File: src/sv/atzsd_pkg.sv
// Shared types, constants and tables for the tilt zone and shake detector.
package atzsd_pkg;

  localparam int SQ_STEPS     = 3;
  localparam int SQRT_STEPS   = 32;
  localparam int CORDIC_STEPS = 24;
  localparam int CORD_W       = 44;
  localparam int ANG_W        = 29;
  localparam int FRAC_W       = 16;

  localparam logic [15:0] ONE_G = 16'd8192;

  localparam logic [2:0] TZ_FLAT   = 3'd0;
  localparam logic [2:0] TZ_FACEDN = 3'd1;
  localparam logic [2:0] TZ_RIGHT  = 3'd2;
  localparam logic [2:0] TZ_LEFT   = 3'd3;
  localparam logic [2:0] TZ_FWD    = 3'd4;
  localparam logic [2:0] TZ_BACK   = 3'd5;

  localparam logic [2:0] REG_VAR_THR   = 3'd0;
  localparam logic [2:0] REG_COOLDOWN  = 3'd1;
  localparam logic [2:0] REG_ROLL_LIM  = 3'd2;
  localparam logic [2:0] REG_PITCH_LIM = 3'd3;
  localparam logic [2:0] REG_FACEDOWN  = 3'd4;
  localparam logic [2:0] REG_ACT_MARG  = 3'd5;

  localparam logic [31:0]        RST_VAR_THR   = 32'd23488102;
  localparam logic [15:0]        RST_COOLDOWN  = 16'd1000;
  localparam logic [10:0]        RST_ROLL_LIM  = 11'd450;
  localparam logic [9:0]         RST_PITCH_LIM = 10'd300;
  localparam logic signed [15:0] RST_FACEDOWN  = -16'sd6553;
  localparam logic [15:0]        RST_ACT_MARG  = 16'd2457;

  localparam logic signed [ANG_W-1:0] ANG_90  = ANG_W'(900 * 65536);
  localparam logic signed [ANG_W-1:0] ANG_180 = ANG_W'(1800 * 65536);

  typedef enum logic [2:0] {
    ST_IDLE,
    ST_SQR,
    ST_SQRT,
    ST_CORD,
    ST_WRITE,
    ST_SWEEP,
    ST_PROD,
    ST_DONE
  } state_e;

  typedef struct packed {
    logic cap;
    logic sq_en;
    logic sqrt_load;
    logic sqrt_step;
    logic cord_load;
    logic cord_step;
    logic win_wr;
    logic acc_clr;
    logic rd_en;
    logic acc_en;
    logic prod_en;
    logic out_load;
  } cmd_t;

  typedef struct packed {
    logic out_full;
  } status_t;

  // atan(2^-i) in tenths of a degree, 16 fractional bits
  function automatic logic signed [ANG_W-1:0] atan_lut(logic [4:0] idx);
    logic signed [ANG_W-1:0] v;
    case (idx)
      5'd0:  v = ANG_W'(29491200);
      5'd1:  v = ANG_W'(17409672);
      5'd2:  v = ANG_W'(9198793);
      5'd3:  v = ANG_W'(4669451);
      5'd4:  v = ANG_W'(2343786);
      5'd5:  v = ANG_W'(1173036);
      5'd6:  v = ANG_W'(586661);
      5'd7:  v = ANG_W'(293348);
      5'd8:  v = ANG_W'(146676);
      5'd9:  v = ANG_W'(73339);
      5'd10: v = ANG_W'(36669);
      5'd11: v = ANG_W'(18335);
      5'd12: v = ANG_W'(9167);
      5'd13: v = ANG_W'(4584);
      5'd14: v = ANG_W'(2292);
      5'd15: v = ANG_W'(1146);
      5'd16: v = ANG_W'(573);
      5'd17: v = ANG_W'(286);
      5'd18: v = ANG_W'(143);
      5'd19: v = ANG_W'(72);
      5'd20: v = ANG_W'(36);
      5'd21: v = ANG_W'(18);
      5'd22: v = ANG_W'(9);
      5'd23: v = ANG_W'(4);
      default: v = '0;
    endcase
    return v;
  endfunction

endpackage

File: src/sv/atzsd_ctrl.sv
// Controller: sequences squares, roots, CORDIC, window sweep and result load.
module atzsd_ctrl
  import atzsd_pkg::*;
#(
  parameter int WINDOW_DEPTH = 8,
  parameter int CNT_W        = 6
) (
  input  logic             clk_i,
  input  logic             rst_ni,
  input  logic             in_valid_i,
  output logic             in_ready_o,
  input  status_t          status_i,
  output cmd_t             cmd_o,
  output logic [CNT_W-1:0] cnt_o
);

  state_e           state_q, state_d;
  logic [CNT_W-1:0] cnt_q, cnt_d;

  always_ff @(posedge clk_i or negedge rst_ni) begin
    if (!rst_ni) begin
      state_q <= ST_IDLE;
      cnt_q   <= '0;
    end else begin
      state_q <= state_d;
      cnt_q   <= cnt_d;
    end
  end

  always_comb begin
    state_d    = state_q;
    cnt_d      = cnt_q + 1'b1;
    cmd_o      = '0;
    in_ready_o = 1'b0;
    case (state_q)
      ST_IDLE: begin
        in_ready_o = 1'b1;
        cnt_d      = '0;
        if (in_valid_i) begin
          cmd_o.cap = 1'b1;
          state_d   = ST_SQR;
        end
      end
      ST_SQR: begin
        if (cnt_q == CNT_W'(SQ_STEPS)) begin
          cmd_o.sqrt_load = 1'b1;
          state_d         = ST_SQRT;
          cnt_d           = '0;
        end else begin
          cmd_o.sq_en = 1'b1;
        end
      end
      ST_SQRT: begin
        if (cnt_q == CNT_W'(SQRT_STEPS)) begin
          cmd_o.cord_load = 1'b1;
          state_d         = ST_CORD;
          cnt_d           = '0;
        end else begin
          cmd_o.sqrt_step = 1'b1;
        end
      end
      ST_CORD: begin
        cmd_o.cord_step = 1'b1;
        if (cnt_q == CNT_W'(CORDIC_STEPS - 1)) begin
          state_d = ST_WRITE;
          cnt_d   = '0;
        end
      end
      ST_WRITE: begin
        cmd_o.win_wr  = 1'b1;
        cmd_o.acc_clr = 1'b1;
        state_d       = ST_SWEEP;
        cnt_d         = '0;
      end
      ST_SWEEP: begin
        cmd_o.rd_en  = cnt_q < CNT_W'(WINDOW_DEPTH);
        cmd_o.acc_en = cnt_q != '0;
        if (cnt_q == CNT_W'(WINDOW_DEPTH)) begin
          state_d = ST_PROD;
          cnt_d   = '0;
        end
      end
      ST_PROD: begin
        cmd_o.prod_en = 1'b1;
        state_d       = ST_DONE;
        cnt_d         = '0;
      end
      ST_DONE: begin
        cnt_d = '0;
        if (!status_i.out_full) begin
          cmd_o.out_load = 1'b1;
          state_d        = ST_IDLE;
        end
      end
      default: begin
        state_d = ST_IDLE;
        cnt_d   = '0;
      end
    endcase
  end

  assign cnt_o = cnt_q;

`ifndef ASSERT_OFF
  a_accept_starts: assert property (@(posedge clk_i) disable iff (!rst_ni)
    (in_valid_i && in_ready_o) |=> (state_q == ST_SQR))
    else $error("accepted sample did not start the square phase");
  a_sqrt_bound: assert property (@(posedge clk_i) disable iff (!rst_ni)
    (state_q == ST_SQRT) |-> (cnt_q <= CNT_W'(SQRT_STEPS)))
    else $error("root counter overran");
  a_load_room: assert property (@(posedge clk_i) disable iff (!rst_ni)
    cmd_o.out_load |-> !status_i.out_full)
    else $error("result loaded over a pending transfer");
  a_done_exit: assert property (@(posedge clk_i) disable iff (!rst_ni)
    (state_q == ST_DONE && !status_i.out_full) |=> (state_q == ST_IDLE))
    else $error("finished item did not return to idle");
`endif

endmodule

File: config.mk
export PLATFORM = sky130hd
export DESIGN_NAME = atzsd_ctrl
export DESIGN_NICKNAME = d
export VERILOG_FILES = /design/src/sv/atzsd_pkg.sv /design/src/sv/atzsd_ctrl.sv
export SDC_FILE = /design/constraint.sdc
export NUM_CORES = 1
export LEC_CHECK = 0
export ABC_AREA = 1
export BUFFER_PORTS_ARGS = -buffer_cell sky130_fd_sc_hd__buf_2
export CORE_AREA = 2 2 39 41
export CTS_BUF_LIST = sky130_fd_sc_hd__clkbuf_2
export CTS_CLUSTER_SIZE = 24
export DETAILED_ROUTE_END_ITERATION = 6
export DIE_AREA = 0 0 41 43
export GPL_TIMING_DRIVEN = 0
export PLACE_DENSITY = 0.82
export SLEW_MARGIN = 20
export SYNTH_ARGS = -nofsm -noshare
export SYNTH_HDL_FRONTEND = slang
export SYNTH_SLANG_ARGS = --single-unit
File: constraint.sdc
create_clock -name clk_i -period 1.9 [get_ports clk_i]
set_input_delay 0.38 -clock clk_i [delete_from_list [all_inputs] [get_ports clk_i]]
set_output_delay 0.38 -clock clk_i [all_outputs]
set_load 0.05 [all_outputs]
==> impl_metrics.tcl <==
set metrics [dict create \
    antenna_found_initial 0 \
    cts.clk_slew.worst_paths_ps 90 \
    reg2reg_from "cnt_o[0]$_DFF_PN0_" \
    syn_inst 99 \
    reg2reg_to "cnt_o[4]$_DFF_PN0_" \
    critPathKind "flop to output port" \
    peakVddDrop_v 0.000786 \
    drt_pass1_iterations 4 \
    status "complete, no violations" \
    finalMaxSlewViolations 0 \
    reg2reg_depth 7 \
    num_vias 745 \
    grt_max_degree 11 \
    critPathLaunchType "flop" \
    tightest_slew_ps 251 \
    numPlacedInstances 137 \
    cp_max_fo 5 \
    rrSetupSlack_ps 470 \
    dr.first_iter.drc_count 15 \
    die_h_um 43 \
    die-area_mm2 0.00176 \
    fmax_ghz 0.550 \
    finalSetupViolCount 0 \
    drtAntennaViolNets 0 \
    ys_warn_count 0 \
    cts_tree "built" \
    cp.required_ps 1520 \
    antenna_cells 0 \
    ys_ff_latch 9 \
    grt_usage_pct 20.5 \
    final_cell_area_um2 945 \
    p_leak_nw 0.531 \
    synth.cell_area_um2 698 \
    cts_max_path_buffers 2 \
    whs_ps 514 \
    grt_pass1_vias 593 \
    overflow 0 \
    synth-seq-area-share_pct 32.3 \
    syn_to_final_growth_pct 35.3 \
    cp.arrival_ps 1440 \
    grt_pass1_wl_um 2460 \
    fin_crit_ps 1820 \
    relSlewSlack_pct 83.4 \
    num_rows 14 \
    synth_area_per_cell_um2 7.05 \
    end_kind "output port" \
    ys_types 22 \
    rsz0062_at_grt "true" \
    core_area_mm2 0.00138 \
    holdCritPathClass "input port to async pin" \
    place_area_um2 863 \
    cts.sinks 9 \
    routed_wl_um 1560 \
    numCtsBuffers 3 \
    p_per_area_mw_per_mm2 1730 \
    clk_latency_ps 240 \
    finalNonFillerCells 143 \
    gp_congestion 0.780 \
    vias_per_cell 5.21 \
    htree_levels 1 \
    cts-root-buf "clkbuf_2" \
    routedWlPerCell_um 10.9 \
    layout-drive-gt1-share_pct 46.5 \
    start_util_pct 50.5 \
    port_buffers 22 \
    hpwl_um 1220 \
    layout.nets 134 \
    synth_nets 105 \
    hold_viol 0 \
    drv_cap 0 \
    skew_ps 9.35 \
    die_w_um 41 \
    io_pins 23 \
    drc 0 \
    fin_crit_sh_pct 95.7 \
]
## worst max-delay path by stage
stage                end  cells after the start          startpoint  slack [ps]
6_report       cmd_o[10]                      5  cnt_o[0]$_DFF_PN0_          80
5_1_grt        cmd_o[10]                      5  cnt_o[0]$_DFF_PN0_          -6
4_1_cts         cmd_o[9]                      4  cnt_o[2]$_DFF_PN0_           6
3_5_place_dp    cmd_o[9]                      4  cnt_o[2]$_DFF_PN0_         140
3_3_place_gp    cmd_o[9]                      4  cnt_o[2]$_DFF_PN0_         200
2_1_floorplan   cmd_o[7]                      4  cnt_o[5]$_DFF_PN0_         -90
## synthesized netlist by cell type, drive strengths merged
cell / instances / area (µm²)
o21ai: 3 / 15.0
xor2: 2 / 17.5
nand3: 11 / 65.1
xnor2: 1 / 8.76
nand4: 2 / 12.5
buf: 1 / 7.51
inv: 17 / 63.8
nand2: 19 / 81.3
and3: 1 / 7.51
dfrtp: 9 / 225
nor3: 5 / 30.0
o21bai: 3 / 22.5
nor4: 1 / 6.26
nor2: 21 / 96.3
clkbuf: 1 / 13.8
ha: 2 / 25.0
## what timing repair did
item                                    CTS  global route
hold endpoints to repair                  9             0
pin swaps                                 0             1
resized for setup                         7            10
cloned                                    0             0
buffers inserted                          0             1
endpoints found under the setup margin    4             6
hold buffers                              1             0
## critical path: stages (launching register included)
cell     delay [ps]
dfrtp_2         440
ha_1            240
nand3_1         160
nand2_1         110
inv_1            90
buf_6           160
## power by group
group | switching [mW] | internal, mW
Combinational | 0.827 | 0.353
Sequential | 0.0779 | 0.257
Clock | 0.0621 | 0.0560
## per-layer routing
layer / share of wire [%] / GRT usage (%) / vias up
li1: - / - / 371
met1: 47 / 27.9 / 350
met2: 48 / 30.6 / 22
met3: 4.4 / 1.57 / 2
met4: 0.58 / 12.0 / 0
met5: 0 / 0 / -
## layout make-up
type / instances / area [µm²]
Inverter: 17 / 63.8
Timing Repair Buffer: 24 / 150
Multi-Input combinational cell: 71 / 438
Fill cell: 120 / 439
Tap cell: 16 / 20.0
Sequential cell: 9 / 231
Clock buffer: 4 / 20.0
Buffer: 2 / 21.3
## state kept, by name, indices dropped and copies added (netlist names)
| signal | cells |
|---|---|
| state_q | 3 |
| cnt_o | 6 |
## kinds of logic (layout without fill, tap and decap cells)
family / after synthesis / after routing / share of synthesized area (%)
xor+xnor: 3 / 3 / 3.76
compound gates: 6 / 6 / 5.38
buf+inv: 19 / 47 / 12.2
fa+ha+maj: 2 / 2 / 3.58
flops: 9 / 9 / 32.3
simple gates: 60 / 60 / 42.8
## cell usage in the layout, fill, tap and decap left out
cell type / synthesis / final
xnor2_1: 1 / 1
nand4_1: 2 / 2
clkbuf_4: 0 / 1
o21bai_1: 3 / 3
buf_2: 0 / 16
buf_6: 0 / 2
nand3_2: 2 / 3
inv_1: 14 / 14
dlygate4sd3_1: 0 / 1
nand3_1: 9 / 8
nand2_2: 4 / 4
o21ai_0: 3 / 3
inv_2: 3 / 3
nor2_2: 4 / 5
buf_4: 1 / 5
nor3_4: 0 / 1
dfrtp_1: 9 / 4
dfrtp_2: 0 / 5
nor2_4: 1 / 2
clkbuf_2: 0 / 4
and3_2: 1 / 1
nor4_2: 0 / 1
xor2_1: 2 / 2
nor3_2: 1 / 4
nor2_1: 16 / 14
clkbuf_8: 1 / 1
nand2_1: 15 / 15
ha_2: 0 / 1
ha_1: 2 / 1
## per-stage QoR
| step | worst slack [ps] | setup TNS [ps] | utilization (%) | power [mW] |
|---|---|---|---|---|
| finish | 80.9 | 0 | 68.3 | 1.63 |
| global route | -6.06 | -6.06 | 68.3 | 1.76 |
| CTS | 5.75 | 0 | 65.9 | 1.59 |
| detailed placement | 144 | 0 | 62.4 | 1.45 |
| global placement | 202 | 0 | 62.4 | 1.43 |
| floorplan | -89.7 | -89.7 | - | 1.24 |
Power figures use the tool's default switching activity.
